`config.mk`:
```
export PLATFORM = sky130hd
export DESIGN_NAME = stack_with_remove_kth_top_flat
export DESIGN_NICKNAME = d
export VERILOG_FILES = /design/src/design/swrk_pkg.sv /design/src/design/swrk_req_if.sv /design/src/design/swrk_rsp_if.sv /design/src/design/swrk_cell.sv /design/src/design/swrk_ctrl.sv /design/src/design/stack_with_remove_kth_top.sv /design/src/flat_wrapper.sv
export SDC_FILE = /design/constraint.sdc
export NUM_CORES = 1
export LEC_CHECK = 0
export BUFFER_PORTS_ARGS = -buffer_cell sky130_fd_sc_hd__buf_4
export CORE_AREA = 5 5 161 278
export CTS_BUF_LIST = sky130_fd_sc_hd__clkbuf_16
export CTS_CLUSTER_SIZE = 28
export DETAILED_ROUTE_END_ITERATION = 7
export DIE_AREA = 0 0 166 283
export GPL_ROUTABILITY_DRIVEN = 0
export PLACE_DENSITY_LB_ADDON = 0.12
export SLEW_MARGIN = 20
export SYNTH_ARGS = -nofsm -noshare
export SYNTH_HDL_FRONTEND = slang
export SYNTH_SLANG_ARGS = --single-unit
```
`constraint.sdc`:
```
create_clock -name clk -period 13.4 [get_ports clk]
set_input_delay 0 -clock clk [delete_from_list [all_inputs] [get_ports clk]]
set_output_delay 0 -clock clk [all_outputs]
set_load 0.05 [all_outputs]
```
`src/design/swrk_pkg.sv`:
```
`default_nettype none
package swrk_pkg;

	// Storage geometry
	localparam int DEPTH      = 16;
	localparam int DATA_WIDTH = 32;

	// Fixed field widths of the channels
	localparam int FIELD_W = 32;
	localparam int OP_W    = 2;
	localparam int K_W     = 5;

	// Derived widths
	localparam int IDX_W = (DEPTH > 1) ? $clog2(DEPTH) : 1;
	localparam int CNT_W = $clog2(DEPTH + 1);
	localparam int CMP_W = (K_W > CNT_W) ? K_W : CNT_W;

	typedef logic [DATA_WIDTH-1:0] word_t;
	typedef logic [CNT_W-1:0]      cnt_t;
	typedef logic [IDX_W-1:0]      idx_t;

	typedef enum logic [OP_W-1:0] {
		OP_PUSH   = 2'd0,
		OP_POP    = 2'd1,
		OP_PEEK   = 2'd2,
		OP_REMOVE = 2'd3
	} op_t;

	// Per-cycle command broadcast along the row of cells
	typedef struct packed {
		logic push;   // every cell takes its upper neighbour's word
		logic pull;   // cells at or below sel take their lower neighbour's word
		idx_t sel;    // cell whose word is read out
	} cell_cmd_t;

	// Keep the low DATA_WIDTH bits of a pushed field
	function automatic word_t to_word(input logic signed [FIELD_W-1:0] v);
		logic signed [FIELD_W+DATA_WIDTH-1:0] wide;
		wide = (FIELD_W + DATA_WIDTH)'(v);
		return wide[DATA_WIDTH-1:0];
	endfunction

	// Sign-extend a stored word and cut it to the field width
	function automatic logic signed [FIELD_W-1:0] to_field(input word_t w);
		logic signed [FIELD_W+DATA_WIDTH-1:0] wide;
		wide = (FIELD_W + DATA_WIDTH)'(signed'(w));
		return wide[FIELD_W-1:0];
	endfunction

endpackage
`default_nettype wire

```
`src/design/swrk_req_if.sv`:
```
`default_nettype none
interface swrk_req_if;
	logic                                    valid;
	logic                                    ready;
	logic [swrk_pkg::OP_W-1:0]               op;
	logic signed [swrk_pkg::FIELD_W-1:0]     push_value;
	logic [swrk_pkg::K_W-1:0]                position_k;

	modport source (output valid, output op, output push_value, output position_k,
		input ready);
	modport sink (input valid, input op, input push_value, input position_k,
		output ready);
endinterface
`default_nettype wire

```
`src/design/swrk_rsp_if.sv`:
```
`default_nettype none
interface swrk_rsp_if;
	logic                                valid;
	logic                                ready;
	logic                                ok;
	logic signed [swrk_pkg::FIELD_W-1:0] read_value;
	logic                                is_empty;

	modport source (output valid, output ok, output read_value, output is_empty,
		input ready);
	modport sink (input valid, input ok, input read_value, input is_empty,
		output ready);
endinterface
`default_nettype wire

```
`src/design/swrk_cell.sv`:
```
`default_nettype none
module swrk_cell (
	input  wire logic                clk,
	input  wire swrk_pkg::cell_cmd_t cmd,
	input  wire swrk_pkg::idx_t      idx,
	input  wire swrk_pkg::word_t     up_word,
	input  wire swrk_pkg::word_t     down_word,
	output swrk_pkg::word_t          word,
	output swrk_pkg::word_t          hit_word
);
	swrk_pkg::word_t word_q;

	// Push moves the whole row down; pull closes the gap from the selected cell on
	always_ff @(posedge clk) begin
		if (cmd.push) begin
			word_q <= up_word;
		end else if (cmd.pull && idx >= cmd.sel) begin
			word_q <= down_word;
		end
	end

	assign word     = word_q;
	assign hit_word = (idx == cmd.sel) ? word_q : '0;
endmodule
`default_nettype wire

```
`src/design/swrk_ctrl.sv`:
```
`default_nettype none
module swrk_ctrl (
	input  wire logic                                clk,
	input  wire logic                                arst_n,
	input  wire logic                                req_valid,
	input  wire logic [swrk_pkg::OP_W-1:0]           req_op,
	input  wire logic [swrk_pkg::K_W-1:0]            req_k,
	input  wire logic                                rsp_ready,
	input  wire swrk_pkg::word_t                     sel_word,
	output logic                                     req_ready,
	output swrk_pkg::cell_cmd_t                      cmd,
	output logic                                     rsp_valid,
	output logic                                     rsp_ok,
	output logic signed [swrk_pkg::FIELD_W-1:0]      rsp_read_value,
	output logic                                     rsp_is_empty
);
	swrk_pkg::cnt_t count_q;
	swrk_pkg::cnt_t count_d;
	logic           valid_q;
	logic           ok_q;
	logic           empty_q;
	logic signed [swrk_pkg::FIELD_W-1:0] read_q;

	logic           accept;
	logic           ok;
	logic           reads;
	logic           full;
	logic           empty;
	logic           k_in_range;
	swrk_pkg::op_t  op;

	assign req_ready = !valid_q || rsp_ready;
	assign accept    = req_valid && req_ready;
	assign op        = swrk_pkg::op_t'(req_op);
	assign full      = (count_q == swrk_pkg::cnt_t'(swrk_pkg::DEPTH));
	assign empty     = (count_q == '0);
	assign k_in_range = (req_k != '0) &&
		(swrk_pkg::CMP_W'(req_k) <= swrk_pkg::CMP_W'(count_q));

	always_comb begin
		ok       = 1'b0;
		reads    = 1'b0;
		cmd      = '0;
		count_d  = count_q;
		unique case (op)
			swrk_pkg::OP_PUSH: begin
				ok       = !full;
				cmd.push = accept && !full;
				if (accept && !full) begin
					count_d = count_q + 1'b1;
				end
			end
			swrk_pkg::OP_POP: begin
				ok       = !empty;
				reads    = 1'b1;
				cmd.pull = accept && !empty;
				if (accept && !empty) begin
					count_d = count_q - 1'b1;
				end
			end
			swrk_pkg::OP_PEEK: begin
				ok    = !empty;
				reads = 1'b1;
			end
			swrk_pkg::OP_REMOVE: begin
				ok       = k_in_range;
				reads    = 1'b1;
				cmd.sel  = k_in_range ? swrk_pkg::idx_t'(req_k - 1'b1) : '0;
				cmd.pull = accept && k_in_range;
				if (accept && k_in_range) begin
					count_d = count_q - 1'b1;
				end
			end
			default: begin
				ok = 1'b0;
			end
		endcase
	end

	always_ff @(posedge clk or negedge arst_n) begin
		if (!arst_n) begin
			count_q <= '0;
			valid_q <= 1'b0;
		end else begin
			count_q <= count_d;
			if (accept) begin
				valid_q <= 1'b1;
			end else if (rsp_ready) begin
				valid_q <= 1'b0;
			end
		end
	end

	always_ff @(posedge clk) begin
		if (accept) begin
			ok_q    <= ok;
			read_q  <= (ok && reads) ? swrk_pkg::to_field(sel_word) : '0;
			empty_q <= (count_d == '0);
		end
	end

	assign rsp_valid      = valid_q;
	assign rsp_ok         = ok_q;
	assign rsp_read_value = read_q;
	assign rsp_is_empty   = empty_q;
endmodule
`default_nettype wire

```
`src/design/stack_with_remove_kth_top.sv`:
```
`default_nettype none
// channel | role | payload                           | accepted when
// req     | sink | op, push_value, position_k        | req.valid && req.ready
// rsp     | src  | ok, read_value, is_empty          | rsp.valid && rsp.ready
//
// One item per clock while results are taken: the operation is decided, the row of
// cells updated and the result registered in the cycle the item is accepted.
// The result register frees up as it is taken, so req.ready holds high while
// rsp.ready is high; it drops only while a result waits untaken.
// Reset clears the fill count and the result valid; the cells hold no reset.
module stack_with_remove_kth_top (
	input wire logic   clk,
	input wire logic   arst_n,
	swrk_req_if.sink   req,
	swrk_rsp_if.source rsp
);
	// Cell 0 holds the top of the stack, cell DEPTH-1 the deepest entry.
	swrk_pkg::cell_cmd_t cmd;
	swrk_pkg::word_t     words    [swrk_pkg::DEPTH];
	swrk_pkg::word_t     hits     [swrk_pkg::DEPTH];
	swrk_pkg::word_t     sel_word;
	swrk_pkg::word_t     push_word;

	// Keep the low bits of the pushed field; it enters at the top cell
	assign push_word = swrk_pkg::to_word(req.push_value);

	// Row of cells: each looks only at its two neighbours and the broadcast command
	for (genvar i = 0; i < swrk_pkg::DEPTH; i++) begin : g_cell
		swrk_pkg::word_t up_w;
		swrk_pkg::word_t down_w;

		if (i == 0) begin : g_top
			assign up_w = push_word;
		end else begin : g_mid_up
			assign up_w = words[i-1];
		end

		// The deepest cell has nothing below; hold its own word when pulled
		if (i == swrk_pkg::DEPTH - 1) begin : g_bottom
			assign down_w = words[i];
		end else begin : g_mid_down
			assign down_w = words[i+1];
		end

		swrk_cell u_cell (
			.clk       (clk),
			.cmd       (cmd),
			.idx       (swrk_pkg::idx_t'(i)),
			.up_word   (up_w),
			.down_word (down_w),
			.word      (words[i]),
			.hit_word  (hits[i])
		);
	end

	// Only the selected cell drives a non-zero hit word; merge them
	always_comb begin
		sel_word = '0;
		for (int i = 0; i < swrk_pkg::DEPTH; i++) begin
			sel_word = sel_word | hits[i];
		end
	end

	swrk_ctrl u_ctrl (
		.clk            (clk),
		.arst_n         (arst_n),
		.req_valid      (req.valid),
		.req_op         (req.op),
		.req_k          (req.position_k),
		.rsp_ready      (rsp.ready),
		.sel_word       (sel_word),
		.req_ready      (req.ready),
		.cmd            (cmd),
		.rsp_valid      (rsp.valid),
		.rsp_ok         (rsp.ok),
		.rsp_read_value (rsp.read_value),
		.rsp_is_empty   (rsp.is_empty)
	);
endmodule
`default_nettype wire
```
`src/flat_wrapper.sv`:
```
// flat-port wrapper written by rule: the top's interface ports become plain ports
module stack_with_remove_kth_top_flat 
  (clk, arst_n, req_valid, req_op, req_push_value, req_position_k, req_ready, rsp_valid, rsp_ok, rsp_read_value, rsp_is_empty, rsp_ready);
  swrk_req_if req_i ();
  swrk_rsp_if rsp_i ();
  input wire logic clk;
  input wire logic arst_n;
  input wire logic [$bits(req_i.valid)-1:0] req_valid;
  input wire logic [$bits(req_i.op)-1:0] req_op;
  input wire logic [$bits(req_i.push_value)-1:0] req_push_value;
  input wire logic [$bits(req_i.position_k)-1:0] req_position_k;
  output wire logic [$bits(req_i.ready)-1:0] req_ready;
  output wire logic [$bits(rsp_i.valid)-1:0] rsp_valid;
  output wire logic [$bits(rsp_i.ok)-1:0] rsp_ok;
  output wire logic [$bits(rsp_i.read_value)-1:0] rsp_read_value;
  output wire logic [$bits(rsp_i.is_empty)-1:0] rsp_is_empty;
  input wire logic [$bits(rsp_i.ready)-1:0] rsp_ready;
  assign req_i.valid = req_valid;
  assign req_i.op = req_op;
  assign req_i.push_value = req_push_value;
  assign req_i.position_k = req_position_k;
  assign req_ready = req_i.ready;
  assign rsp_valid = rsp_i.valid;
  assign rsp_ok = rsp_i.ok;
  assign rsp_read_value = rsp_i.read_value;
  assign rsp_is_empty = rsp_i.is_empty;
  assign rsp_i.ready = rsp_ready;
  stack_with_remove_kth_top u_core (.clk(clk), .arst_n(arst_n), .req(req_i), .rsp(rsp_i));
endmodule
```
# Word level (Yosys, flattened, before mapping)

Index checks and enable logic that the tools add are counted.

Bits of input ports: 43
Logic and storage cells: 180
Register bits after elaboration: 552
ROM bits: 0
Memory bits (writable): 0
Memories kept: 0
Output and inout bits: 36
Latch bits: 0

$lt $le $gt $ge: 16
Add/subtract/negate cells: 3
Multiplexer cells: 58
Div/mod/pow operators: 0
$mul: 0
Reduce and logical (&&, ||, !) cells: 48
Shifts and indexed selects: 0
Bitwise logic cells: 15
Equality and inequality tests: 19

Operators by type and width:

| cell                                                             | count |
|---|---|
| 2-to-1 mux 32 bit                                                | 46 |
| bitwise OR 32 bit                                                | 15 |
| equality test 4 bit, first input constant                        | 8 |
| nonzero test 2 bit                                               | 16 |
| greater-or-equal comparator 4 bit, first input constant          | 7 |
| logical AND 1 bit                                                | 21 |
| equality test 3 x 4 -> 1 bit, first input constant               | 4 |
| greater-or-equal comparator 3 x 4 -> 1 bit, first input constant | 4 |
| 2-to-1 mux 5 bit                                                 | 3 |
| one-hot mux 5 bit (3 select lines)                               | 1 |
| logical NOT 5 bit                                                | 2 |
| equality test 2 x 4 -> 1 bit, first input constant               | 2 |
| greater-or-equal comparator 1 x 4 -> 1 bit, first input constant | 2 |
| greater-or-equal comparator 2 x 4 -> 1 bit, first input constant | 2 |
| 2-to-1 mux 4 bit                                                 | 2 |
| adder 5 x 1 -> 5 bit, second input constant                      | 1 |
| equality test 5 bit, second input constant                       | 1 |
| less-or-equal comparator 5 bit                                   | 1 |
| nonzero test 5 bit                                               | 1 |
| subtractor 5 x 1 -> 5 bit, second input constant                 | 1 |
| equality test 1 x 4 -> 1 bit, first input constant               | 1 |
| equality test 2 bit, second input constant                       | 2 |
| logical NOT 4 bit                                                | 1 |
| 2-to-1 mux 1 bit                                                 | 4 |
| 9 further kinds                                                  | 11 |

# Depth between registers and ports, before layout

Depth after elaboration: 21
Mapped depth: 12
Gate-level depth less buffers: 9

# By module

From an unflattened synthesis, not the netlist that was laid out.

Cell total of the unflattened synthesis: 2,217
Area total of the unflattened synthesis: 32,652.6 µm²

By module, submodules not included:

| module                    | cells each | area each (µm²) | instances | seq. area each (µm²) |
|---|---|---|---|---|
| swrk_cell                 | 117        | 1,846.8         | 16        | 960.9 |
| swrk_ctrl                 | 183        | 2,095.8         | 1         | 1,171.1 |
| stack_with_remove_kth_top | 162        | 1,008.5         | 1         | 0.0 |

# Least setup slack after synthesis

No wires, ideal clock.

Path kind: register -> register
Start: register u_core.u_ctrl.valid_q, in the netlist u_core.u_ctrl.rsp_valid
End: register u_core.g_cell[12].u_cell.word_q[0] (enable)
Data arrival time: 5,309 ps
Stages on the path, launching flop included: 9
Period minus slack after synthesis: 5,808 ps
Library setup time: 499 ps
Data required time: 12,901 ps
Path buffers: 2
Setup slack: 7,592 ps
Cell sequence: dfrtp_1 -> nand2b_1 -> nand2_1 -> clkinv_1 -> nand3_1 -> clkbuf_1 -> buf_2 -> o21ai_0 -> o21bai_1

Word-level cells in the longest chain between the ends: 7
Elaborated cells between the ends (all ways): 10
Classes of those cells: 2 x mux; 8 x reduce/logical

Ends and longest elaborated chain:

| element                                     | RTL line                         | source |
|---|---|---|
| start, declared                             | swrk_ctrl.sv:19                  | `logic valid_q;` |
| start signal, assigned                      | swrk_ctrl.sv:83                  | `valid_q <= 1'b0;` |
| start signal, assigned                      | swrk_ctrl.sv:87                  | `valid_q <= 1'b1;` |
| start signal, assigned                      | swrk_ctrl.sv:89                  | `valid_q <= 1'b0;` |
| logical NOT 1 bit *                         | swrk_ctrl.sv:32                  | `assign req_ready = !valid_q \|\| rsp_ready;` |
| logical OR 1 bit *                          | swrk_ctrl.sv:32                  |  |
| named net req_ready                         | flat_wrapper.sv:12               | `output wire logic [$bits(req_i.ready)-1:0] req_ready;` |
| logical AND 1 bit *                         | swrk_ctrl.sv:33                  | `assign accept = req_valid && req_ready;` |
| named net u_core.u_ctrl.accept              | swrk_ctrl.sv:24                  | `logic accept;` |
| logical AND 1 bit, on equally long branches | swrk_ctrl.sv:69, swrk_ctrl.sv:56 |  |
| one-hot mux 1 bit (2 select lines)          | swrk_ctrl.sv:45                  | `unique case (op)` |
| logical AND 1 bit                           | swrk_cell.sv:17                  | `end else if (cmd.pull && idx >= cmd.sel) begin` |
| nonzero test 2 bit (no line) *              | n/a                              |  |
| end signal, assigned                        | swrk_cell.sv:16                  | `word_q <= up_word;` |
| end signal, assigned                        | swrk_cell.sv:18                  | `word_q <= down_word;` |
| end, declared                               | swrk_cell.sv:11                  | `swrk_pkg::word_t word_q;` |

Mark *: on every way through the listed nets, which the timed path passes. The rest lies on a longest branch.
A chain may end at the register's enable or synchronous reset.

# Final worst setup path

Start: register u_core.u_ctrl.valid_q, in the netlist u_core.u_ctrl.rsp_valid
End: register u_core.u_ctrl.empty_q, in the netlist u_core.u_ctrl.rsp_is_empty (data pin)

Word-level cells in the longest chain between the ends: 7
Elaborated cells between the ends (all ways): 11
Classes of those cells: 4 x mux; 7 x reduce/logical

Ends and longest elaborated chain:

| element                                     | RTL line                                          | source |
|---|---|---|
| logical NOT 1 bit *                         | swrk_ctrl.sv:32                                   |  |
| logical OR 1 bit *                          | swrk_ctrl.sv:32                                   |  |
| logical AND 1 bit *                         | swrk_ctrl.sv:33                                   |  |
| named net u_core.u_ctrl.accept              | swrk_ctrl.sv:24                                   |  |
| logical AND 1 bit, on equally long branches | swrk_ctrl.sv:70, swrk_ctrl.sv:49, swrk_ctrl.sv:57 |  |
| 2-to-1 mux 5 bit, on equally long branches  | swrk_ctrl.sv:70, swrk_ctrl.sv:49, swrk_ctrl.sv:57 |  |
| one-hot mux 5 bit (3 select lines) *        | swrk_ctrl.sv:45                                   |  |
| named net u_core.u_ctrl.count_d[2]          | swrk_ctrl.sv:18                                   | `swrk_pkg::cnt_t count_d;` |
| logical NOT 5 bit *                         | swrk_ctrl.sv:98                                   | `empty_q <= (count_d == '0);` |
| end signal, assigned                        | swrk_ctrl.sv:98                                   |  |
| end, declared                               | swrk_ctrl.sv:21                                   | `logic empty_q;` |

Marks and branches as above.

==> results.toml <==
[run_status]
status = "complete, no violations"

[global_route]
grtUsageTotal_pct = 36.5
grt_pass1_vias = 21800
grt_pass1_wl_um = 131000
grt_max_degree = 193
grt_overflow = 0
antenna_found_initial = 3

[clocking]
insertion_delay_ns = 0.59
clkSlewWorstSetupHoldPaths_ns = 0.08
numClockSinks = 552
cts_tree = "yes"
numCtsBuffers = 49
post_cts_buffers = 0
htree_levels = 2
post_cts_resized = 0
cts_max_path_buffers = 3
clockRootBuffer = "clkbuf_16"

[setup_path]
path_max_fanout = 192
reg2reg_depth = 10
path_class = "reg2reg"
crit_required_ns = 13.71
critPathBufInv = 3
crit_arrival_ns = 5.82
regToRegSetupSlack_ns = 7.89
crit_family = "buffers and inverters"
endpoint_kind = "flop"
startpoint_type = "flop"
slowest_delay_ns = 0.98
cp.depth = 10
slowest_stage = "inv_8"
path_cells = "nand2b_1 -> nand2_1 -> inv_2 -> nand3_4 -> inv_8 -> buf_4 -> and3_1 -> a21oi_1 -> o221ai_1 -> nor4_2"

[routing]
drt-total-wl_um = 88700
drt_iter0_drc = 3539
vias_per_cell = 6.59
dr_total_vias = 22600
first_pass_iters = 7
routedWlPerCell_um = 25.8
ant_nets = 0
route.detailed.drc = 0

[floorplanning]
io_pins = 79
rows = 100
die_w_um = 166
start_util_pct = 63.7
fp.dieArea_mm2 = 0.0470
die_y_um = 283
core_mm2 = 0.0424

[yosys]
ys_seq_area_share_pct = 61.3
synth_area_leaders = "edfxtp_1 61%, nand2_1 21%, clkbuf_1 2.1%"
avgSynthCellArea_um2 = 9.66
synth-xor-area-share_pct = 0.0927
async_flop_share_pct = 1.09
netlist.area_leader.share_pct = 60.7
synthAdderAreaFrac_pct = 0.556
yosysWarnings = 0
synth-compound-area-share_pct = 9.75
ys_top_cells_by_count = "1,494 x nand2_1, 546 x edfxtp_1, 151 x clkbuf_1"
synth_edf_count = 546
synthDistinctLibCells = 59
yosys.area.top_type = "edfxtp_1"
synth_top_family_by_area = "simple AND/OR/NAND/NOR gates"
muxShareOfSynthArea_pct = 1.89
synth-seq-cells = 552
post-synth-top-count-cell = "nand2_1"
postSynthCellCount = 2797
yosys.area_share.simple_pct = 23.5
ys.flop_type = "edfxtp_1"
syn_nets = 2852
netlist_area_mm2 = 0.0270

[final_layout]
instances_no_fill = 3431
fill_cells = 3093
area_delta_synth_final_pct = 12.1
fin_area_mm2 = 0.0303
num-nets-final = 2883
fin_util_pct = 71.3
drive_above_1_share_pct = 9.03

[sta]
fin_ws_ns = 7.89
drv_slew = 0
worst_pin_slew_ns = 1.19
max_freq_mhz = 182
rsz0062_at_grt = "false"
period_share_pct = 41.1
hold_slack_ns = 0.0456
finalSetupTns_ns = 0
setup_violations = 0
period_minus_slack_ns = 5.51
clock_skew_ns = 0.0129
hold_viol_final = 0
maxSlewHeadroom_pct = 20.5

[place]
place_area_mm2 = 0.0282
place_worst_setup_slack_ns = 8.09
portBuffers = 78
dp.cells = 3302
dp_hpwl_um = 50200

[run]
maxCapViolCount = 0

[min_path]
min_path_type = "in2reg"
whs_path_depth = 4

[power]
powerDensity_mw_per_mm2 = 168
irDropWorstVdd_mv = 0.147
p_leak_nw = 12.4
finalPower_mw = 5.10
## sequential cells by signal (all words and copies together) (netlist names)
signal	flops
u_core.u_ctrl.rsp_ok	1
u_core.u_ctrl.count_q	5
u_core.u_ctrl.rsp_valid	1
u_core.g_cell.u_cell.word	512
u_core.u_ctrl.rsp_read_value	32
u_core.u_ctrl.rsp_is_empty	1
## worst min-delay path: cells and delay by family
| kind | cells | cell delay (ns) |
|---|---|---|
| simple gates | 2 | 0.25 |
| compound gates | 1 | 0.20 |
| buf+inv | 1 | 0.13 |
## timing repair
| item | 4_1_cts | 5_1_grt |
|---|---|---|
| hold buffers | 36 | 0 |
| hold endpoints to repair | 40 | 0 |
| setup endpoints to repair | 0 | 0 |
## per-layer routing
layer  up-vias  wire (um)  share of wire (%)  GRT usage, %
met5         -         27              0.030             0
met4         4       8350                9.4          26.5
met3       493      10100                 11          6.61
met2      1751      42200                 48          60.1
met1     10700      28000                 32          43.1
li1       9698          -                  -             -
## final timing paths
| check | from | endpoint |
|---|---|---|
| max | u_core.u_ctrl.rsp_valid$_DFFE_PN0P_ | u_core.u_ctrl.rsp_is_empty$_DFFE_PP_ |
| min | req_position_k[4] | u_core.u_ctrl.count_q[4]$_DFF_PN0_ |
| max reg2reg | u_core.u_ctrl.rsp_valid$_DFFE_PN0P_ | u_core.u_ctrl.rsp_is_empty$_DFFE_PP_ |
| min reg2reg | u_core.g_cell[14].u_cell.word[31]$_DFFE_PP_ | u_core.g_cell[15].u_cell.word[31]$_DFFE_PP_ |
| max in group asynchronous | arst_n | u_core.u_ctrl.count_q[0]$_DFF_PN0_ |
| min in group asynchronous | arst_n | u_core.u_ctrl.rsp_valid$_DFFE_PN0P_ |
## report_power, final
| part | leakage, nW | switching [mW] | internal (mW) |
|---|---|---|---|
| sequential | 5.14 | 0.217 | 2.31 |
| combinational | 6.38 | 0.771 | 0.289 |
| clock | 0.861 | 0.665 | 0.848 |
| total | 12.4 | 1.65 | 3.45 |
## cell type report
| cell class | instances | area (um^2) | share of cell area [%] |
|---|---|---|---|
| Sequential cell | 552 | 16500 | 54.7 |
| Multi-Input combinational cell | 2048 | 9950 | 32.9 |
| Timing Repair Buffer | 162 | 1310 | 4.34 |
| Clock buffer | 51 | 1280 | 4.22 |
| Tap cell | 561 | 702 | 2.32 |
| Clock inverter | 41 | 405 | 1.34 |
| Inverter | 15 | 63.8 | 0.211 |
| Antenna cell | 1 | 2.50 | 0.00827 |
## cell families after synthesis
logic type,count (synthesis)
muxes,51
DFF,552
adders and majority gates,12
buffers and inverters,197
and+or+nand+nor,1632
xor gates and xnor gates,2
AOI/OAI and AO/OA,351
## layout by cell type (no fill, tap or decap), types with 6 or more instances in the layout
master            n
edfxtp_1        546
clkbuf_16        51
nand2b_1          7
a221oi_2         11
a21oi_1          50
o22ai_1          44
a221oi_1         35
o21ai_4           9
and2_1           21
dfrtp_1           6
dlygate4sd3_1    36
buf_4           124
bufinv_16         8
clkinv_2         11
ha_1             11
nand2_1        1493
nor2_1           68
a222oi_1         11
clkinv_1          7
a22oi_1          55
mux2i_1          51
o21ai_0          11
a211oi_1         21
a22o_1           44
a31oi_1          31
inv_1            21
Power figures use the tool's default switching activity.
